File: src/rtl/core/assert_macros.svh
// Assertion helpers shared by the RTL; empty when building for synthesis.
`ifndef ASSERT_MACROS_SVH
`define ASSERT_MACROS_SVH

`ifndef SYNTHESIS

// Check that the consequent holds in the same cycle as the antecedent.
`define ASSERT_SAME(label, clk, rst_n, ante, cons) \
    label: assert property (@(posedge clk) disable iff (!(rst_n)) (ante) |-> (cons)) \
        else $error("assertion failed: same-cycle check");

// Check that the consequent holds in the cycle after the antecedent.
`define ASSERT_NEXT(label, clk, rst_n, ante, cons) \
    label: assert property (@(posedge clk) disable iff (!(rst_n)) (ante) |=> (cons)) \
        else $error("assertion failed: next-cycle check");

`else

`define ASSERT_SAME(label, clk, rst_n, ante, cons)
`define ASSERT_NEXT(label, clk, rst_n, ante, cons)

`endif

`endif

File: src/rtl/core/mlink_pkg.sv
package mlink_pkg;

    // Input beat codes
    localparam logic [1:0] MODE_TICK     = 2'd0;
    localparam logic [1:0] MODE_TRAFFIC  = 2'd1;
    localparam logic [1:0] MODE_OVERRIDE = 2'd2;

    // Frame timing
    localparam logic [3:0] FRAME_TICKS    = 4'd10;
    localparam logic [2:0] MUTE_HIGH      = 3'd3;
    localparam logic [2:0] UNMUTE_HIGH    = 3'd7;

    // Readback decoding
    localparam logic [1:0] ENOUGH         = 2'd3;
    localparam logic [6:0] TIME_MAX       = 7'd127;
    localparam logic [3:0] SILENCE_RELOAD = 4'd12;
    localparam logic [3:0] SILENCE_RESET  = 4'd10;

    // Configuration reset value
    localparam logic [7:0] TIMEOUT_RESET  = 8'd13;

    typedef struct packed {
        logic [1:0] mode;
        logic       status_pin;
        logic       override_enable;
        logic       override_unmute;
    } t_item;

    typedef struct packed {
        logic signal_out;
        logic audio_ok_led;
        logic software_override;
        logic software_unmute;
        logic traffic_derived;
        logic traffic_unmute;
    } t_req_status;

    typedef struct packed {
        logic hw_valid;
        logic hw_unmute;
    } t_hw_status;

    // Time within one tick of the nominal count
    function automatic logic is_near(input logic [6:0] v, input logic [2:0] c);
        logic [7:0] v_w;
        logic [7:0] c_w;
        v_w = {1'b0, v};
        c_w = {5'd0, c};
        return (v_w + 8'd1 == c_w) || (v_w == c_w) || (v_w == c_w + 8'd1);
    endfunction

endpackage

File: src/rtl/core/mlink_req_tx.sv
module mlink_req_tx import mlink_pkg::*; (
    input  logic        i_clk,
    input  logic        i_rst_n,
    input  logic        i_cfg_we,
    input  logic [7:0]  i_cfg_data,
    input  logic        i_en,
    input  t_item       i_item,
    output t_req_status o_req
);

    logic [7:0] r_timeout, n_timeout;
    logic [7:0] r_countdown, n_countdown;
    logic       r_ov_on, n_ov_on;
    logic       r_ov_val, n_ov_val;
    logic       r_req, n_req;
    logic       r_req_known, n_req_known;
    logic [2:0] r_pend_high, n_pend_high;
    logic [2:0] r_cur_high, n_cur_high;
    logic [3:0] r_phase, n_phase;

    logic [7:0] v_cd;
    logic       v_req;
    logic [2:0] v_pend;
    logic [3:0] v_phase;

    // Work out the request and frame for a tick
    always_comb begin
        v_cd  = (r_countdown != 8'd0) ? r_countdown - 8'd1 : r_countdown;
        v_req = r_ov_on ? r_ov_val : (v_cd != 8'd0);
        v_pend = r_pend_high;
        if (!r_req_known || v_req != r_req) begin
            v_pend = v_req ? UNMUTE_HIGH : MUTE_HIGH;
        end
        v_phase = r_phase + 4'd1;

        o_req.signal_out        = r_phase < {1'b0, r_cur_high};
        o_req.audio_ok_led      = v_req;
        o_req.software_override = r_ov_on;
        o_req.software_unmute   = r_ov_on & r_ov_val;
        o_req.traffic_derived   = ~r_ov_on;
        o_req.traffic_unmute    = ~r_ov_on & (v_cd != 8'd0);
    end

    // Next state per beat code
    always_comb begin
        n_timeout   = i_cfg_we ? i_cfg_data : r_timeout;
        n_countdown = r_countdown;
        n_ov_on     = r_ov_on;
        n_ov_val    = r_ov_val;
        n_req       = r_req;
        n_req_known = r_req_known;
        n_pend_high = r_pend_high;
        n_cur_high  = r_cur_high;
        n_phase     = r_phase;
        if (i_en) begin
            case (i_item.mode)
                MODE_TRAFFIC: begin
                    n_countdown = r_timeout;
                end
                MODE_OVERRIDE: begin
                    n_ov_on  = i_item.override_enable;
                    n_ov_val = i_item.override_unmute;
                end
                MODE_TICK: begin
                    n_countdown = v_cd;
                    n_req       = v_req;
                    n_req_known = 1'b1;
                    n_pend_high = v_pend;
                    if (v_phase >= FRAME_TICKS) begin
                        n_phase    = 4'd0;
                        n_cur_high = v_pend;
                    end else begin
                        n_phase    = v_phase;
                    end
                end
                default: begin
                end
            endcase
        end
    end

    always_ff @(posedge i_clk) begin
        if (!i_rst_n) begin
            r_timeout   <= TIMEOUT_RESET;
            r_countdown <= 8'd0;
            r_ov_on     <= 1'b0;
            r_ov_val    <= 1'b0;
            r_req       <= 1'b0;
            r_req_known <= 1'b0;
            r_pend_high <= MUTE_HIGH;
            r_cur_high  <= MUTE_HIGH;
            r_phase     <= 4'd0;
        end else begin
            r_timeout   <= n_timeout;
            r_countdown <= n_countdown;
            r_ov_on     <= n_ov_on;
            r_ov_val    <= n_ov_val;
            r_req       <= n_req;
            r_req_known <= n_req_known;
            r_pend_high <= n_pend_high;
            r_cur_high  <= n_cur_high;
            r_phase     <= n_phase;
        end
    end

endmodule

File: src/rtl/core/mlink_pin_rx.sv
module mlink_pin_rx import mlink_pkg::*; (
    input  logic       i_clk,
    input  logic       i_rst_n,
    input  logic       i_tick,
    input  logic       i_pin,
    output t_hw_status o_hw
);

    logic       r_last, r_last_known;
    logic [6:0] r_high, n_high;
    logic [6:0] r_low, n_low;
    logic [3:0] r_silence, n_silence;
    logic [1:0] r_active, n_active;
    logic [1:0] r_inactive, n_inactive;
    logic [1:0] r_unknown, n_unknown;
    logic       r_hw_valid, n_hw_valid;
    logic       r_hw_unmute, n_hw_unmute;
    logic       v_changed;

    // Measure high and low times and classify each frame on the rising edge
    always_comb begin
        n_high      = r_high;
        n_low       = r_low;
        n_silence   = r_silence;
        n_active    = r_active;
        n_inactive  = r_inactive;
        n_unknown   = r_unknown;
        n_hw_valid  = r_hw_valid;
        n_hw_unmute = r_hw_unmute;
        v_changed   = !r_last_known || (i_pin != r_last);

        if (i_pin && n_high < TIME_MAX) begin
            n_high = n_high + 7'd1;
        end
        if (!i_pin && n_low < TIME_MAX) begin
            n_low = n_low + 7'd1;
        end

        if (v_changed) begin
            n_silence = SILENCE_RELOAD;
            if (i_pin) begin
                if (is_near(n_high, UNMUTE_HIGH) && is_near(n_low, MUTE_HIGH)) begin
                    n_inactive = 2'd0;
                    n_unknown  = 2'd0;
                    if (r_active < ENOUGH) begin
                        n_active = r_active + 2'd1;
                    end else begin
                        n_hw_valid  = 1'b1;
                        n_hw_unmute = 1'b1;
                    end
                end else if (is_near(n_high, MUTE_HIGH) && is_near(n_low, UNMUTE_HIGH)) begin
                    n_active  = 2'd0;
                    n_unknown = 2'd0;
                    if (r_inactive < ENOUGH) begin
                        n_inactive = r_inactive + 2'd1;
                    end else begin
                        n_hw_valid  = 1'b1;
                        n_hw_unmute = 1'b0;
                    end
                end else begin
                    n_active   = 2'd0;
                    n_inactive = 2'd0;
                    if (r_unknown < ENOUGH) begin
                        n_unknown = r_unknown + 2'd1;
                    end
                end
                n_high = 7'd0;
                n_low  = 7'd0;
            end
        end

        // Count down silence; running out counts as an unknown frame
        if (n_silence != 4'd0) begin
            n_silence = n_silence - 4'd1;
        end
        if (n_silence == 4'd0) begin
            n_silence = SILENCE_RELOAD;
            if (n_unknown < ENOUGH) begin
                n_unknown = n_unknown + 2'd1;
            end
        end

        // Drop validity after enough unknown frames
        if (n_unknown >= ENOUGH) begin
            n_active   = 2'd0;
            n_inactive = 2'd0;
            n_hw_valid = 1'b0;
        end

        o_hw.hw_valid  = n_hw_valid;
        o_hw.hw_unmute = n_hw_unmute;
    end

    always_ff @(posedge i_clk) begin
        if (!i_rst_n) begin
            r_last       <= 1'b0;
            r_last_known <= 1'b0;
            r_high       <= 7'd0;
            r_low        <= 7'd0;
            r_silence    <= SILENCE_RESET;
            r_active     <= 2'd0;
            r_inactive   <= 2'd0;
            r_unknown    <= 2'd0;
            r_hw_valid   <= 1'b0;
            r_hw_unmute  <= 1'b0;
        end else if (i_tick) begin
            r_last       <= i_pin;
            r_last_known <= 1'b1;
            r_high       <= n_high;
            r_low        <= n_low;
            r_silence    <= n_silence;
            r_active     <= n_active;
            r_inactive   <= n_inactive;
            r_unknown    <= n_unknown;
            r_hw_valid   <= n_hw_valid;
            r_hw_unmute  <= n_hw_unmute;
        end
    end

endmodule

File: src/rtl/core/mute_request_duty_cycle_link.sv
// Path: a beat enters the input register on acceptance; a tick's status is loaded into
// the result register when the beat advances, which waits while that register is stalled.
// Throughput: one beat per cycle via the input register while the output is not stalled.
// Traffic and override beats update state and give no result.
// Reset: synchronous, active low; resets all but the data registers; timeout set to 13.
`include "assert_macros.svh"
module mute_request_duty_cycle_link import mlink_pkg::*; (
    input  logic       i_clk,
    input  logic       i_rst_n,
    input  logic       i_cfg_we,
    input  logic [7:0] i_cfg_data,
    input  logic       i_in_valid,
    output logic       o_in_ready,
    input  logic [1:0] i_mode,
    input  logic       i_status_pin,
    input  logic       i_override_enable,
    input  logic       i_override_unmute,
    output logic       o_out_valid,
    input  logic       i_out_ready,
    output logic       o_signal_out,
    output logic       o_audio_ok_led,
    output logic       o_status_valid,
    output logic       o_software_override,
    output logic       o_software_unmute,
    output logic       o_traffic_derived,
    output logic       o_traffic_unmute,
    output logic       o_hardware_valid,
    output logic       o_hardware_unmute,
    output logic       o_status_changed
);

    logic        r_in_valid;
    t_item       r_in;
    logic        w_adv;
    logic        w_tick;
    t_req_status w_req;
    t_hw_status  w_hw;
    logic [6:0]  w_status;
    logic        r_out_valid;
    t_req_status r_req;
    t_hw_status  r_hw;
    logic        r_changed;
    logic [6:0]  r_reported;
    logic        r_reported_known;

    // Move the held beat on whenever the result register is free or being taken
    assign w_adv      = r_in_valid && (!r_out_valid || i_out_ready);
    assign w_tick     = w_adv && (r_in.mode == MODE_TICK);
    assign o_in_ready = !r_in_valid || w_adv;

    // Input register
    always_ff @(posedge i_clk) begin
        if (!i_rst_n) begin
            r_in_valid <= 1'b0;
        end else if (o_in_ready) begin
            r_in_valid <= i_in_valid;
        end
    end

    always_ff @(posedge i_clk) begin
        if (o_in_ready && i_in_valid) begin
            r_in.mode            <= i_mode;
            r_in.status_pin      <= i_status_pin;
            r_in.override_enable <= i_override_enable;
            r_in.override_unmute <= i_override_unmute;
        end
    end

    mlink_req_tx u_req_tx (
        .i_clk      (i_clk),
        .i_rst_n    (i_rst_n),
        .i_cfg_we   (i_cfg_we),
        .i_cfg_data (i_cfg_data),
        .i_en       (w_adv),
        .i_item     (r_in),
        .o_req      (w_req)
    );

    mlink_pin_rx u_pin_rx (
        .i_clk   (i_clk),
        .i_rst_n (i_rst_n),
        .i_tick  (w_tick),
        .i_pin   (r_in.status_pin),
        .o_hw    (w_hw)
    );

    // Assemble the status word
    assign w_status = {w_hw.hw_unmute, w_hw.hw_valid, w_req.traffic_unmute,
                       w_req.traffic_derived, w_req.software_unmute,
                       w_req.software_override, 1'b1};

    // Result register and last reported status
    always_ff @(posedge i_clk) begin
        if (!i_rst_n) begin
            r_out_valid      <= 1'b0;
            r_reported       <= 7'd0;
            r_reported_known <= 1'b0;
        end else if (w_tick) begin
            r_out_valid      <= 1'b1;
            r_reported       <= w_status;
            r_reported_known <= 1'b1;
        end else if (i_out_ready) begin
            r_out_valid      <= 1'b0;
        end
    end

    always_ff @(posedge i_clk) begin
        if (w_tick) begin
            r_req     <= w_req;
            r_hw      <= w_hw;
            r_changed <= !r_reported_known || (w_status != r_reported);
        end
    end

    assign o_out_valid         = r_out_valid;
    assign o_signal_out        = r_req.signal_out;
    assign o_audio_ok_led      = r_req.audio_ok_led;
    assign o_status_valid      = 1'b1;
    assign o_software_override = r_req.software_override;
    assign o_software_unmute   = r_req.software_unmute;
    assign o_traffic_derived   = r_req.traffic_derived;
    assign o_traffic_unmute    = r_req.traffic_unmute;
    assign o_hardware_valid    = r_hw.hw_valid;
    assign o_hardware_unmute   = r_hw.hw_unmute;
    assign o_status_changed    = r_changed;

    // A processed tick always lands in the result register
    `ASSERT_NEXT(a_tick_gives_result, i_clk, i_rst_n, w_tick, r_out_valid)
    // A held beat stays put while the result register is stalled
    `ASSERT_NEXT(a_hold_on_stall, i_clk, i_rst_n, r_in_valid && r_out_valid && !i_out_ready, r_in_valid)
    // The request has exactly one source
    `ASSERT_SAME(a_one_source, i_clk, i_rst_n, r_out_valid, r_req.software_override != r_req.traffic_derived)

endmodule
File: config.mk
export PLATFORM = sky130hd
export DESIGN_NAME = mute_request_duty_cycle_link
export DESIGN_NICKNAME = d
export VERILOG_FILES = /design/src/rtl/core/mlink_pkg.sv /design/src/rtl/core/mlink_req_tx.sv /design/src/rtl/core/mlink_pin_rx.sv /design/src/rtl/core/mute_request_duty_cycle_link.sv
export VERILOG_INCLUDE_DIRS = /design/src /design/src/rtl/core
export SDC_FILE = /design/constraint.sdc
export NUM_CORES = 1
export LEC_CHECK = 0
export ABC_AREA = 1
export BUFFER_PORTS_ARGS = -buffer_cell sky130_fd_sc_hd__buf_4
export CELL_PAD_IN_SITES_DETAIL_PLACEMENT = 0
export CELL_PAD_IN_SITES_GLOBAL_PLACEMENT = 1
export CORE_AREA = 2 2 134 84
export DETAILED_ROUTE_END_ITERATION = 10
export DIE_AREA = 0 0 136 86
export GPL_TIMING_DRIVEN = 0
export PLACE_DENSITY = 0.91
export SLEW_MARGIN = 15
export SYNTH_ARGS = -nofsm -noshare
export SYNTH_HDL_FRONTEND = slang
export SYNTH_HIERARCHICAL = 1
export SYNTH_SLANG_ARGS = --single-unit
File: constraint.sdc
create_clock -name i_clk -period 7.6 [get_ports i_clk]
set_clock_uncertainty 0.15 [all_clocks]
set_input_delay 1.14 -clock i_clk [delete_from_list [all_inputs] [get_ports i_clk]]
set_output_delay 1.14 -clock i_clk [all_outputs]
set_load 0.02 [all_outputs]
==> qor.txt, run 1 <==
==========================================================================================
Inserted Clock Buffers                                                                   9
Effective utilization at floorplan                                                   47.4%
Iteration-0 DRC Markers                                                                326
Run status                                                                    finished, final reports clean
Leading area contributor after synthesis                                      sky130_fd_sc_hd__dfxtp_1
Critical path peak fanout                                                               10
Flip-flop and latch count after synthesis                                               81
Antenna fix cells                                                                        0
Syn Std Cell Area                                                             0.00492 mm^2
Dominant cell by count in the synthesized netlist                             sky130_fd_sc_hd__nand2_1
Static power due to leakage                                                        2.58 nW
TNS Setup                                                                             0 ns
Count of yosys warnings during synthesis                                                 6
Clock edge transition at the registers on the reported setup and hold paths        0.06 ns
Kind of path behind the tightest hold check                                     reg -> reg
Area share of the largest cell type after synthesis                                  27.3%
Initial antenna violation count                                                          0
Buffers from clock root to sink, at most                                                 2
Number of setup buffers added after CTS                                                  0
Std-Cell Core Area                                                             0.0104 mm^2
Required time of the critical path                                                 7.71 ns
Proportion of layout cells with a drive suffix above 1                               16.0%
Highest ir drop seen on vdd                                                       0.133 mV
Average size of a mapped cell                                                    6.80 um^2
Final setup violation count                                                              0
Final worst slack                                                                  4.32 ns
Setup slack at placement                                                           4.03 ns
Total overflow reported by the global router                                             0
Arrival time of data at the critical path endpoint                                 3.39 ns
Area growth from synthesis to final layout                                           14.3%
Number of enable flip-flop cells after synthesis                                        14
Buffers on Ports                                                                        27
Area contributors post-synth                                                  sky130_fd_sc_hd__dfxtp_1, sky130_fd_sc_hd__nand2_1, sky130_fd_sc_hd__edfxtp_1
Number of different library cells in the post-synthesis netlist                         41
Routability congestion estimate                                                      0.854
Type of destination of the critical path                                          register
Total wire length after detailed routing                                           11.7 mm
Wire length per cell                                                               12.9 um
Via count of the first global-routing pass                                            4192
Fin crit share                                                                       43.2%
Post-DP HPWL                                                                       8.99 mm
Synth Instances                                                                        724
Fraction of registers with async set/reset                                              0%
Type of origin of the critical path                                              input pin
Residual DRC count                                                                       0
Vias per cell                                                                         5.13
Crit path kind                                                                   in -> reg
Die area                                                                       0.0117 mm^2
Normalized max-slew margin                                                           55.5%
Largest net degree at the start of global routing                                       17
Resize count post-CTS                                                                    0
Die Span Y                                                                           86 um
Top flip-flop cell by instance count after synthesis                          sky130_fd_sc_hd__dfxtp_1
IO Pins                                                                                 30
Number of placement rows                                                                29
Hold slack final                                                                  0.305 ns
CTS Sinks                                                                               81
Post-layout total power                                                            1.08 mW
Number of routed nets with antenna violations                                            0
Minimum period implied by the final worst setup slack                              3.28 ns
Detailed-routing iteration count for the pre-antenna-repair pass                         5
CTS tree                                                                               yes
FMAX                                                                               305 MHz
RSZ-0062 raised after global routing                                                    no
Power Density                                                                  191 mW/mm^2
CTS H-tree depth                                                                         3
Actual slew at the worst max-slew pin                                             0.665 ns
Number of buffers inserted by hold repair at cts                                         0
Global-route wire length before repair                                             19.6 mm
Number of maximum-capacitance constraint violations                                      0
Routed via count                                                                      4648
DIE WIDTH                                                                           136 um
Net count after synthesis                                                              753
Global-route usage over all layers                                                   21.0%
Final hold vios                                                                          0
Net count, final                                                                       791
Number of pins exceeding their max-slew limit in the final report                        0
Seq/Total Area, Yosys                                                                35.8%
Clock insertion delay at the later pin of the skew report                          0.34 ns
Most numerous cell types in the synthesized netlist                           sky130_fd_sc_hd__nand2_1, sky130_fd_sc_hd__inv_1, sky130_fd_sc_hd__dfxtp_1, sky130_fd_sc_hd__nor2_1, sky130_fd_sc_hd__nand3_1
Clock tree root driver cell                                                   sky130_fd_sc_hd__clkbuf_16
==========================================================================================
-- registers in the layout (all words and copies together), names as in the netlist, 4 cells and up --
name	count
u_req_tx/r_countdown	8
u_pin_rx/r_low	7
u_pin_rx/r_silence	4
r_reported	7
u_req_tx/r_timeout	8
r_in	5
u_pin_rx/r_high	7
u_req_tx/r_phase	4
-- path summary, 6_finish.rpt --
check                           slack [ns]                  start                     to  cells past startpoint
worst max register to register        4.33                r_in[2]       o_status_changed                     20
worst max-delay path                  4.32            i_out_ready      u_pin_rx/r_low[3]                     10
worst min register to register        0.30  u_req_tx/r_timeout[3]  u_req_tx/r_timeout[3]                      2
worst min-delay path                  0.30  u_req_tx/r_timeout[3]  u_req_tx/r_timeout[3]                      2
-- per-stage QoR --
stage | area (um^2) | utilization, % | cells
global route | 5620 | 54.2 | 906
floorplan | 4920 | - | 724
CTS | 5620 | 54.2 | 906
finish | 5620 | 54.2 | 906
global placement | 5300 | 51.0 | 890
detailed placement | 5300 | 51.0 | 890
-- cells by family (layout without fill, tap and decap cells) --
family | Yosys count | in the layout | share of synthesized area (%)
flip-flops | 81 | 81 | 35.8
AO/OA/AOI/OAI | 114 | 114 | 12.9
buffers and inverters | 131 | 174 | 10.7
AND/OR/NAND/NOR | 380 | 380 | 36.6
XOR/XNOR | 6 | 6 | 1.07
adder cells (fa/ha/maj) | 11 | 11 | 2.80
other | 1 | 1 | 0.0762
-- layer usage --
metal	track usage (%)	part of all wire, %	up-vias	wire length (um)
met4	4.92	0.76	0	89
met5	0	0	-	0
met3	5.32	6.2	9	727
li1	-	-	2400	-
met2	29.7	40	128	4700
met1	31.6	53	2111	6180
-- critical path, cell delays in order --
cell                       delay [ns]
sky130_fd_sc_hd__buf_4           0.08
sky130_fd_sc_hd__inv_1           0.05
sky130_fd_sc_hd__nand2_4         0.11
sky130_fd_sc_hd__nand3_4         0.14
sky130_fd_sc_hd__inv_1           0.32
sky130_fd_sc_hd__buf_2           0.30
sky130_fd_sc_hd__clkinv_1        0.31
sky130_fd_sc_hd__nor2_1          0.62
sky130_fd_sc_hd__nand2_1         0.16
sky130_fd_sc_hd__a21oi_1         0.15
-- area by class of cell --
| cell class | instances | area, um^2 |
|---|---|---|
| sequential | 81 | 1760 |
| fill | 1036 | 4750 |
| timing repair buffer | 27 | 203 |
| clock buffer | 9 | 225 |
| tap | 139 | 174 |
| multi-input combinational | 512 | 2630 |
| clock inverter | 7 | 101 |
| buffer | 21 | 115 |
| inverter | 110 | 413 |
-- cell usage in the layout (no fill, tap or decap), types with 3 or more instances in the layout --
| cell | count |
|---|---|
| sky130_fd_sc_hd__nand2_1 | 194 |
| sky130_fd_sc_hd__inv_1 | 95 |
| sky130_fd_sc_hd__dfxtp_1 | 67 |
| sky130_fd_sc_hd__nor2_1 | 63 |
| sky130_fd_sc_hd__nand3_1 | 51 |
| sky130_fd_sc_hd__a21oi_1 | 47 |
| sky130_fd_sc_hd__o21ai_0 | 39 |
| sky130_fd_sc_hd__buf_4 | 33 |
| sky130_fd_sc_hd__nand4_1 | 14 |
| sky130_fd_sc_hd__edfxtp_1 | 14 |
| sky130_fd_sc_hd__inv_2 | 12 |
| sky130_fd_sc_hd__nand2_2 | 11 |
| sky130_fd_sc_hd__nor2_2 | 11 |
| sky130_fd_sc_hd__ha_1 | 11 |
| sky130_fd_sc_hd__nand3_2 | 10 |
| sky130_fd_sc_hd__clkbuf_16 | 9 |
| sky130_fd_sc_hd__nand2_4 | 8 |
| sky130_fd_sc_hd__o21ai_1 | 7 |
| sky130_fd_sc_hd__clkbuf_1 | 7 |
| sky130_fd_sc_hd__nor2_4 | 6 |
| sky130_fd_sc_hd__buf_2 | 5 |
| sky130_fd_sc_hd__xnor2_1 | 4 |
| sky130_fd_sc_hd__a221oi_1 | 4 |
| sky130_fd_sc_hd__a211oi_1 | 4 |
| sky130_fd_sc_hd__nand3b_1 | 3 |
| sky130_fd_sc_hd__o211ai_1 | 3 |
| sky130_fd_sc_hd__nor3_1 | 3 |
| sky130_fd_sc_hd__o21ai_2 | 3 |
| sky130_fd_sc_hd__clkinv_1 | 3 |
-- where the power goes --
part	leakage, nW	total, mW	switching, mW	internal [mW]
Clock	0.153	0.475	0.184	0.291
Combinational	1.76	0.139	0.0922	0.0471
Sequential	0.672	0.461	0.0110	0.450
(Power assumes the default switching activity.)
==> run 2: changes to the inputs <==
CORE_AREA = 2 2 147 91   (was 2 2 134 84)
DIE_AREA = 0 0 149 93   (was 0 0 136 86)
PLACE_DENSITY = 0.82   (was 0.91)
clock period = 3 ns   (was 7.6 ns; I/O delays follow)
==> run 2 against run 1 <==
Setup slack lost 4.2 ns. First-iteration DRC count is 7.1% higher. Combinational power grew to 2.7 times the previous value. Critical endpoint is now o_status_changed. Sequential power rose to 2.5 times the previous value. Wire length up 4.7%. Clock-buffer cell count increased by 3. Largest power group unchanged. Critical path depth grew 12. Largest cell class unchanged. Sequential cell count is the same. Register-to-register slack got worse by 4.2 ns. Clock power grew to 2.6 times the previous value.
==> qor.txt, run 2 (same netlist as run 1, synthesis figures left out) <==
==========================================================================================
Run status                                                                    finished, final reports clean
Minimum period implied by the final worst setup slack                              2.91 ns
Total overflow reported by the global router                                             0
Share of total power in sequential cells                                             42.4%
Internal power                                                                     2.03 mW
Crit path kind                                                                  reg -> reg
Placement Cell Area                                                           0.00534 mm^2
Clock network power share                                                            44.2%
FMAX                                                                               344 MHz
Arrival time of data at the critical path endpoint                                 2.85 ns
Wire length per cell                                                               12.9 um
Vias per cell                                                                         4.92
Routed via count                                                                      4681
Number of maximum-capacitance constraint violations                                      0
Buffers on Ports                                                                        27
CTS tree                                                                               yes
Number of pins exceeding their max-slew limit in the final report                        0
Die Span Y                                                                           93 um
Normalized max-slew margin                                                           62.4%
Clock insertion delay at the later pin of the skew report                          0.33 ns
Die area                                                                       0.0139 mm^2
CTS H-tree depth                                                                         3
Detailed-routing iteration count for the pre-antenna-repair pass                         4
Number of placement rows                                                                32
Net count, final                                                                       805
Antenna fix cells                                                                        0
Total wire length after detailed routing                                           12.2 mm
Area growth from synthesis to final layout                                           20.8%
Type of destination of the critical path                                          register
Post-layout instance area                                                     0.00594 mm^2
Final hold vios                                                                          0
Clock edge transition at the registers on the reported setup and hold paths        0.07 ns
Initial antenna violation count                                                          0
Combinational fraction of design power                                               13.4%
Post-DP HPWL                                                                       9.13 mm
Static power due to leakage                                                        2.69 nW
Highest ir drop seen on vdd                                                       0.267 mV
Setup slack, reg-to-reg                                                            0.09 ns
Iteration-0 DRC Markers                                                                349
Fin cells                                                                              951
Power Density                                                                  464 mW/mm^2
Global-route wire length before repair                                             20.2 mm
Largest regs                                                                  u_req_tx/r_countdown x8, u_req_tx/r_timeout x8
RSZ-0062 raised after global routing                                                   yes
Most common cell after layout, fill and taps aside                            sky130_fd_sc_hd__nand2_1
DP Cell Count                                                                          921
DIE WIDTH                                                                           149 um
Clock tree root driver cell                                                   sky130_fd_sc_hd__clkbuf_16
Kind of path behind the tightest hold check                                      in -> reg
Residual DRC count                                                                       0
Routability congestion estimate                                                      0.850
Global-route usage over all layers                                                   18.2%
Switching power total                                                               734 uW
Fin crit share                                                                       97.0%
Std-Cell Core Area                                                             0.0126 mm^2
Critical path peak fanout                                                                5
Highest-count cells in the layout ignoring fill and taps                      sky130_fd_sc_hd__nand2_1, sky130_fd_sc_hd__inv_1, sky130_fd_sc_hd__dfxtp_1, sky130_fd_sc_hd__nor2_1, sky130_fd_sc_hd__nand3_1
Number of routed nets with antenna violations                                            0
Post-layout total power                                                            2.76 mW
Largest net degree at the start of global routing                                       17
Inserted Clock Buffers                                                                   9
Final setup violation count                                                              0
Required time of the critical path                                                 2.95 ns
Actual slew at the worst max-slew pin                                             0.561 ns
Switching Share                                                                      26.6%
Buffers from clock root to sink, at most                                                 2
CTS Sinks                                                                               81
Effective utilization at floorplan                                                   39.1%
IO Pins                                                                                 30
Via count of the first global-routing pass                                            4196
Type of origin of the critical path                                               register
Hold slack final                                                                  0.137 ns
Proportion of layout cells with a drive suffix above 1                               21.4%
==========================================================================================
run 2: timing repair:
| action | CTS | global route |
|---|---|---|
| pin swaps | 4 | 19 |
| resized for setup | 20 | 28 |
| hold endpoints to repair | 0 | 0 |
| setup endpoints to repair | 3 | 21 |
| buffers inserted | 5 | 10 |
| hold buffers | 0 | 0 |
run 2: final timing paths:
path | startpoint | to | depth (start not counted)
worst max-delay path | r_in[2] | o_status_changed | 22
worst min-delay path | i_mode[1] | r_in[4] | 1
worst max register to register | r_in[2] | o_status_changed | 22
worst min register to register | u_req_tx/r_pend_high[0] | u_req_tx/r_pend_high[0] | 1
run 2: metal layers:
layer  track usage, %  vias up  part of all wire, %
met5                0        -                    0
met4             3.81        0                 0.76
met3             3.90       12                  4.1
met2             25.4      101                   41
met1             28.3     2143                   54
li1                 -     2425                    -
run 2: worst max-delay path, stage by stage, from the launching register on:
cell and delay (ns):
sky130_fd_sc_hd__edfxtp_1 0.49, sky130_fd_sc_hd__inv_2 0.13, sky130_fd_sc_hd__buf_6 0.14, sky130_fd_sc_hd__or2_1 0.23, sky130_fd_sc_hd__nand2_2 0.12, sky130_fd_sc_hd__inv_2 0.08, sky130_fd_sc_hd__nand2_2 0.07, sky130_fd_sc_hd__nor2_1 0.05
sky130_fd_sc_hd__nor2_2 0.11, sky130_fd_sc_hd__nand3_1 0.08, sky130_fd_sc_hd__nand2_1 0.09, sky130_fd_sc_hd__nand2_2 0.09, sky130_fd_sc_hd__nor2_4 0.13, sky130_fd_sc_hd__nand2_2 0.06, sky130_fd_sc_hd__nand2_1 0.07, sky130_fd_sc_hd__nand2_1 0.07
sky130_fd_sc_hd__inv_1 0.06, sky130_fd_sc_hd__buf_4 0.10, sky130_fd_sc_hd__inv_2 0.04, sky130_fd_sc_hd__a21oi_2 0.10, sky130_fd_sc_hd__nand2_1 0.06, sky130_fd_sc_hd__nor2_1 0.11, sky130_fd_sc_hd__nand2_1 0.06
run 2: stage by stage:
| step | setup WS [ns] | TNS, ns | utilization, % |
|---|---|---|---|
| floorplan | 0.213 | 0 | - |
| detailed placement | -0.309 | -0.362 | 42.4 |
| global placement | -0.275 | -0.290 | 42.4 |
| global route | -0.142 | -0.184 | 47.3 |
| CTS | 0.00384 | 0 | 46.0 |
| finish | 0.0909 | 0 | 47.3 |
run 2: final cells by class:
| cell class | count | area, um^2 |
|---|---|---|
| Tap cell | 170 | 213 |
| Clock inverter | 4 | 56.3 |
| Timing Repair Buffer | 42 | 323 |
| Inverter | 110 | 419 |
| Sequential cell | 81 | 1770 |
| Clock buffer | 12 | 279 |
| Multi-Input combinational cell | 512 | 2760 |
| Fill cell | 1277 | 6630 |
| Buffer | 20 | 129 |
run 2: power by group through the flow:
stage	Clock, mW	Sequential, mW	Combinational, mW
finish	1.22	1.17	0.369
global route	1.29	1.17	0.414
CTS	1.25	1.17	0.356
detailed placement	0	1.19	0.343
global placement	0	1.19	0.339
floorplan	0	1.19	0.256
==> run 3: changes to the inputs <==
ABC_AREA = not set   (was 1)
CORE_AREA = 2 2 131 82   (was 2 2 147 91)
DIE_AREA = 0 0 133 84   (was 0 0 149 93)
PLACE_DENSITY = 0.85   (was 0.82)
clock period = 2.96 ns   (was 3 ns; I/O delays follow)
==> run 3 against run 2 <==
The flow now finishes with violations (setup timing). Via count down 12%. Die area decreased by 19%. Clock-buffer cell count shrank 2. Critical path type unchanged.
==> qor.txt, run 3 <==
==========================================================================================
Most numerous cell types in the synthesized netlist                           sky130_fd_sc_hd__dfxtp_1, sky130_fd_sc_hd__nand2_1, sky130_fd_sc_hd__nor2_1, sky130_fd_sc_hd__o21ai_0, sky130_fd_sc_hd__a21oi_1
Synth Instances                                                                        531
Worst path cell trace                                                         buf_6, xnor2_2, and2_1, buf_6, nand2_4, ha_4, nand2b_4, or3_4, a211oi_4, or2_4, o21ai_4, nor2_4, a21oi_2, xor2_1, or4_1
Highest-count cells in the layout ignoring fill and taps                      sky130_fd_sc_hd__dfxtp_1, sky130_fd_sc_hd__nand2_1, sky130_fd_sc_hd__nor2_1, sky130_fd_sc_hd__buf_4, sky130_fd_sc_hd__o21ai_0
Kind of path behind the tightest hold check                                      in -> reg
Power Density                                                                  466 mW/mm^2
Setup slack at placement                                                         -0.782 ns
Arrival time of data at the critical path endpoint                                 3.17 ns
Static power due to leakage                                                        2.11 nW
CTS tree                                                                               yes
CTS H-tree depth                                                                         3
Die area                                                                       0.0112 mm^2
Launching instance or port of the critical path                                    r_in[2]
Number of routed nets with antenna violations                                            0
Switching power total                                                               637 uW
FMAX                                                                               309 MHz
Clock edge transition at the registers on the reported setup and hold paths        0.06 ns
Via count of the first global-routing pass                                            3813
Buffers from clock root to sink, at most                                                 2
Fin crit share                                                                        109%
Leading area contributor after synthesis                                      sky130_fd_sc_hd__dfxtp_1
Std-Cell Core Area                                                             0.0101 mm^2
DIE WIDTH                                                                           133 um
Main combinational cell family by area after synthesis                        simple AND/OR/NAND/NOR gates
Global-route usage over all layers                                                   21.5%
Count of yosys warnings during synthesis                                                 6
Internal power                                                                     1.94 mW
Worst setup endpoint                                                          o_status_changed
Setup slack, reg-to-reg                                                           -0.28 ns
Clock network power share                                                            44.2%
Number of maximum-capacitance constraint violations                                      0
RSZ-0062 raised after global routing                                                   yes
Type of destination of the critical path                                          register
Buffers and inverters on the worst path                                                  2
Minimum period implied by the final worst setup slack                              3.24 ns
Proportion of layout cells with a drive suffix above 1                               19.4%
Number of different library cells in the post-synthesis netlist                         81
Worst reg2reg path depth                                                                15
Xor-xnor portion of the synthesized cell area                                        2.29%
Net count, final                                                                       612
Number of placement rows                                                                29
Area growth from synthesis to final layout                                           20.4%
Largest net degree at the start of global routing                                       19
Highest ir drop seen on vdd                                                       0.319 mV
Final hold vios                                                                          0
Die Span Y                                                                           84 um
Buffers on Ports                                                                        27
Inserted Clock Buffers                                                                   9
Antenna fix cells                                                                        0
Final setup violation count                                                              1
Most common cell after layout, fill and taps aside                            sky130_fd_sc_hd__dfxtp_1
Final worst slack                                                                -0.277 ns
Vias per cell                                                                         5.68
Wire length per cell                                                               16.0 um
Standard cell with the maximum stage delay on the critical path               sky130_fd_sc_hd__edfxtp_1
DP Cell Count                                                                          697
Fin cells                                                                              727
Simple-Gate Fraction of Synth Area                                                   23.6%
Actual slew at the worst max-slew pin                                             0.636 ns
Largest regs                                                                  u_req_tx/r_countdown x8, u_req_tx/r_timeout x8
Routed via count                                                                      4132
Post-DP HPWL                                                                       8.28 mm
Number of enable flip-flop cells after synthesis                                        14
Type of origin of the critical path                                               register
Critical path peak fanout                                                                4
Post-synthesis compound-gate area fraction                                           21.2%
Routability congestion estimate                                                      0.879
Total wire length after detailed routing                                           11.7 mm
Dominant cell by count in the synthesized netlist                             sky130_fd_sc_hd__dfxtp_1
Iteration-0 DRC Markers                                                                386
Path length in cells of the critical path                                               15
Seq/Total Area, Yosys                                                                38.4%
Top flip-flop cell by instance count after synthesis                          sky130_fd_sc_hd__dfxtp_1
Global-route wire length before repair                                             19.3 mm
Share of synthesized cell area in full adder, half adder and majority cells          3.00%
Detailed-routing iteration count for the pre-antenna-repair pass                         7
Crit-path most repeated cell                                                  sky130_fd_sc_hd__buf_6
Net count after synthesis                                                              560
Average size of a mapped cell                                                    8.64 um^2
Post-synthesis mux area share                                                        5.51%
CTS Sinks                                                                               81
Reg-to-reg startpoint                                                              r_in[2]
Clock insertion delay at the later pin of the skew report                          0.34 ns
Area share of the largest cell type after synthesis                                  29.2%
Share of total power in sequential cells                                             45.4%
Run status                                                                    complete, but fails checks
Combinational fraction of design power                                               10.4%
Delay-heaviest family, CP                                                     simple AND/OR/NAND/NOR gates
Number of pins exceeding their max-slew limit in the final report                        0
Effective utilization at floorplan                                                   45.3%
Crit path kind                                                                  reg -> reg
Total overflow reported by the global router                                             0
Area contributors post-synth                                                  sky130_fd_sc_hd__dfxtp_1, sky130_fd_sc_hd__edfxtp_1, sky130_fd_sc_hd__mux2i_1
Initial antenna violation count                                                          0
Fraction of registers with async set/reset                                              0%
Violations in the final reports                                               setup timing
Normalized max-slew margin                                                           57.2%
Endpoint of the worst register-to-register path                               o_status_changed
Syn Std Cell Area                                                             0.00459 mm^2
Slowest cell delay on critical path                                                0.46 ns
Flip-flop and latch count after synthesis                                               81
Residual DRC count                                                                       0
Required time of the critical path                                                 2.89 ns
Switching Share                                                                      24.7%
IO Pins                                                                                 30
Clock tree root driver cell                                                   sky130_fd_sc_hd__clkbuf_16
==========================================================================================
## run 3: changes by cell type after synthesis, moves of 11 or more
| cell | change |
|---|---|
| sky130_fd_sc_hd__nand2_2 | -11 |
| sky130_fd_sc_hd__nand2_1 | -140 |
| sky130_fd_sc_hd__nor2_2 | -11 |
| sky130_fd_sc_hd__nand3_1 | -41 |
| sky130_fd_sc_hd__mux2i_1 | +23 |
| sky130_fd_sc_hd__inv_1 | -81 |
| sky130_fd_sc_hd__nand2b_1 | +12 |
| sky130_fd_sc_hd__a21oi_1 | -23 |
| sky130_fd_sc_hd__inv_2 | -11 |
## run 3: metal layers
metal	vias to the layer above	share of wire, %	GRT usage (%)
met5	-	0	0
met4	0	1.0	4.79
met3	13	6.5	4.98
met2	117	39	29.1
met1	1944	53	33.8
li1	2058	-	-
## run 3: per-stage QoR
step	setup TNS, ns	cell area (um^2)	utilization, %	power [mW]	hold slack (ns)
final	-0.277	5520	54.6	2.58	0.126
after global routing	-0.473	5520	54.6	2.68	0.117
after CTS	-0.294	5480	54.1	2.59	0.123
after detailed placement	-1.29	5030	49.7	1.45	0.283
after global placement	-1.26	5030	49.7	1.44	0.273
after floorplan	-0.414	4650	-	1.37	0.265
## run 3: worst min path at each step
stage / end / from / depth (start not counted)
after floorplan: u_req_tx/r_pend_high[0] / u_req_tx/r_pend_high[0] / 2
after global placement: u_req_tx/r_pend_high[1] / u_req_tx/r_pend_high[1] / 2
after detailed placement: u_req_tx/r_pend_high[1] / u_req_tx/r_pend_high[1] / 2
after CTS: r_in[0] / i_override_unmute / 1
after global routing: r_in[2] / i_status_pin / 1
final: r_in[2] / i_status_pin / 1
## run 3: final cells by class
type,instances,area (um^2)
Timing Repair Buffer,42,315
Clock buffer,10,239
Fill cell,925,4600
Sequential cell,81,1760
Buffer,37,218
Multi-Input combinational cell,396,2690
Inverter,16,60.1
Clock inverter,6,67.6
Tap cell,139,174
## run 3: cells by family (layout without fill, tap and decap cells)
kind of cell             count (synthesis)  in the layout
multiplexers                            25             25
flip-flops                              81             81
AO/OA/AOI/OAI                          145            145
adder cells (fa/ha/maj)                 11             11
buffers and inverters                   54            111
AND/OR/NAND/NOR                        202            202
XOR/XNOR                                12             12
other                                    1              1
## run 3: timing repair
item                                    in CTS  in global routing
setup buffers                               13                  4
endpoints found under the setup margin       7                  7
pin swaps                                   10                  7
resized for setup                           13                  9
hold buffers                                 0                  0
## run 3: power groups by stage
stage / Combinational [mW] / Sequential [mW] / Clock [mW]
floorplan: 0.182 / 1.19 / 0
global placement: 0.252 / 1.19 / 0
detailed placement: 0.254 / 1.19 / 0
CTS: 0.262 / 1.17 / 1.16
global route: 0.299 / 1.17 / 1.21
finish: 0.269 / 1.17 / 1.14
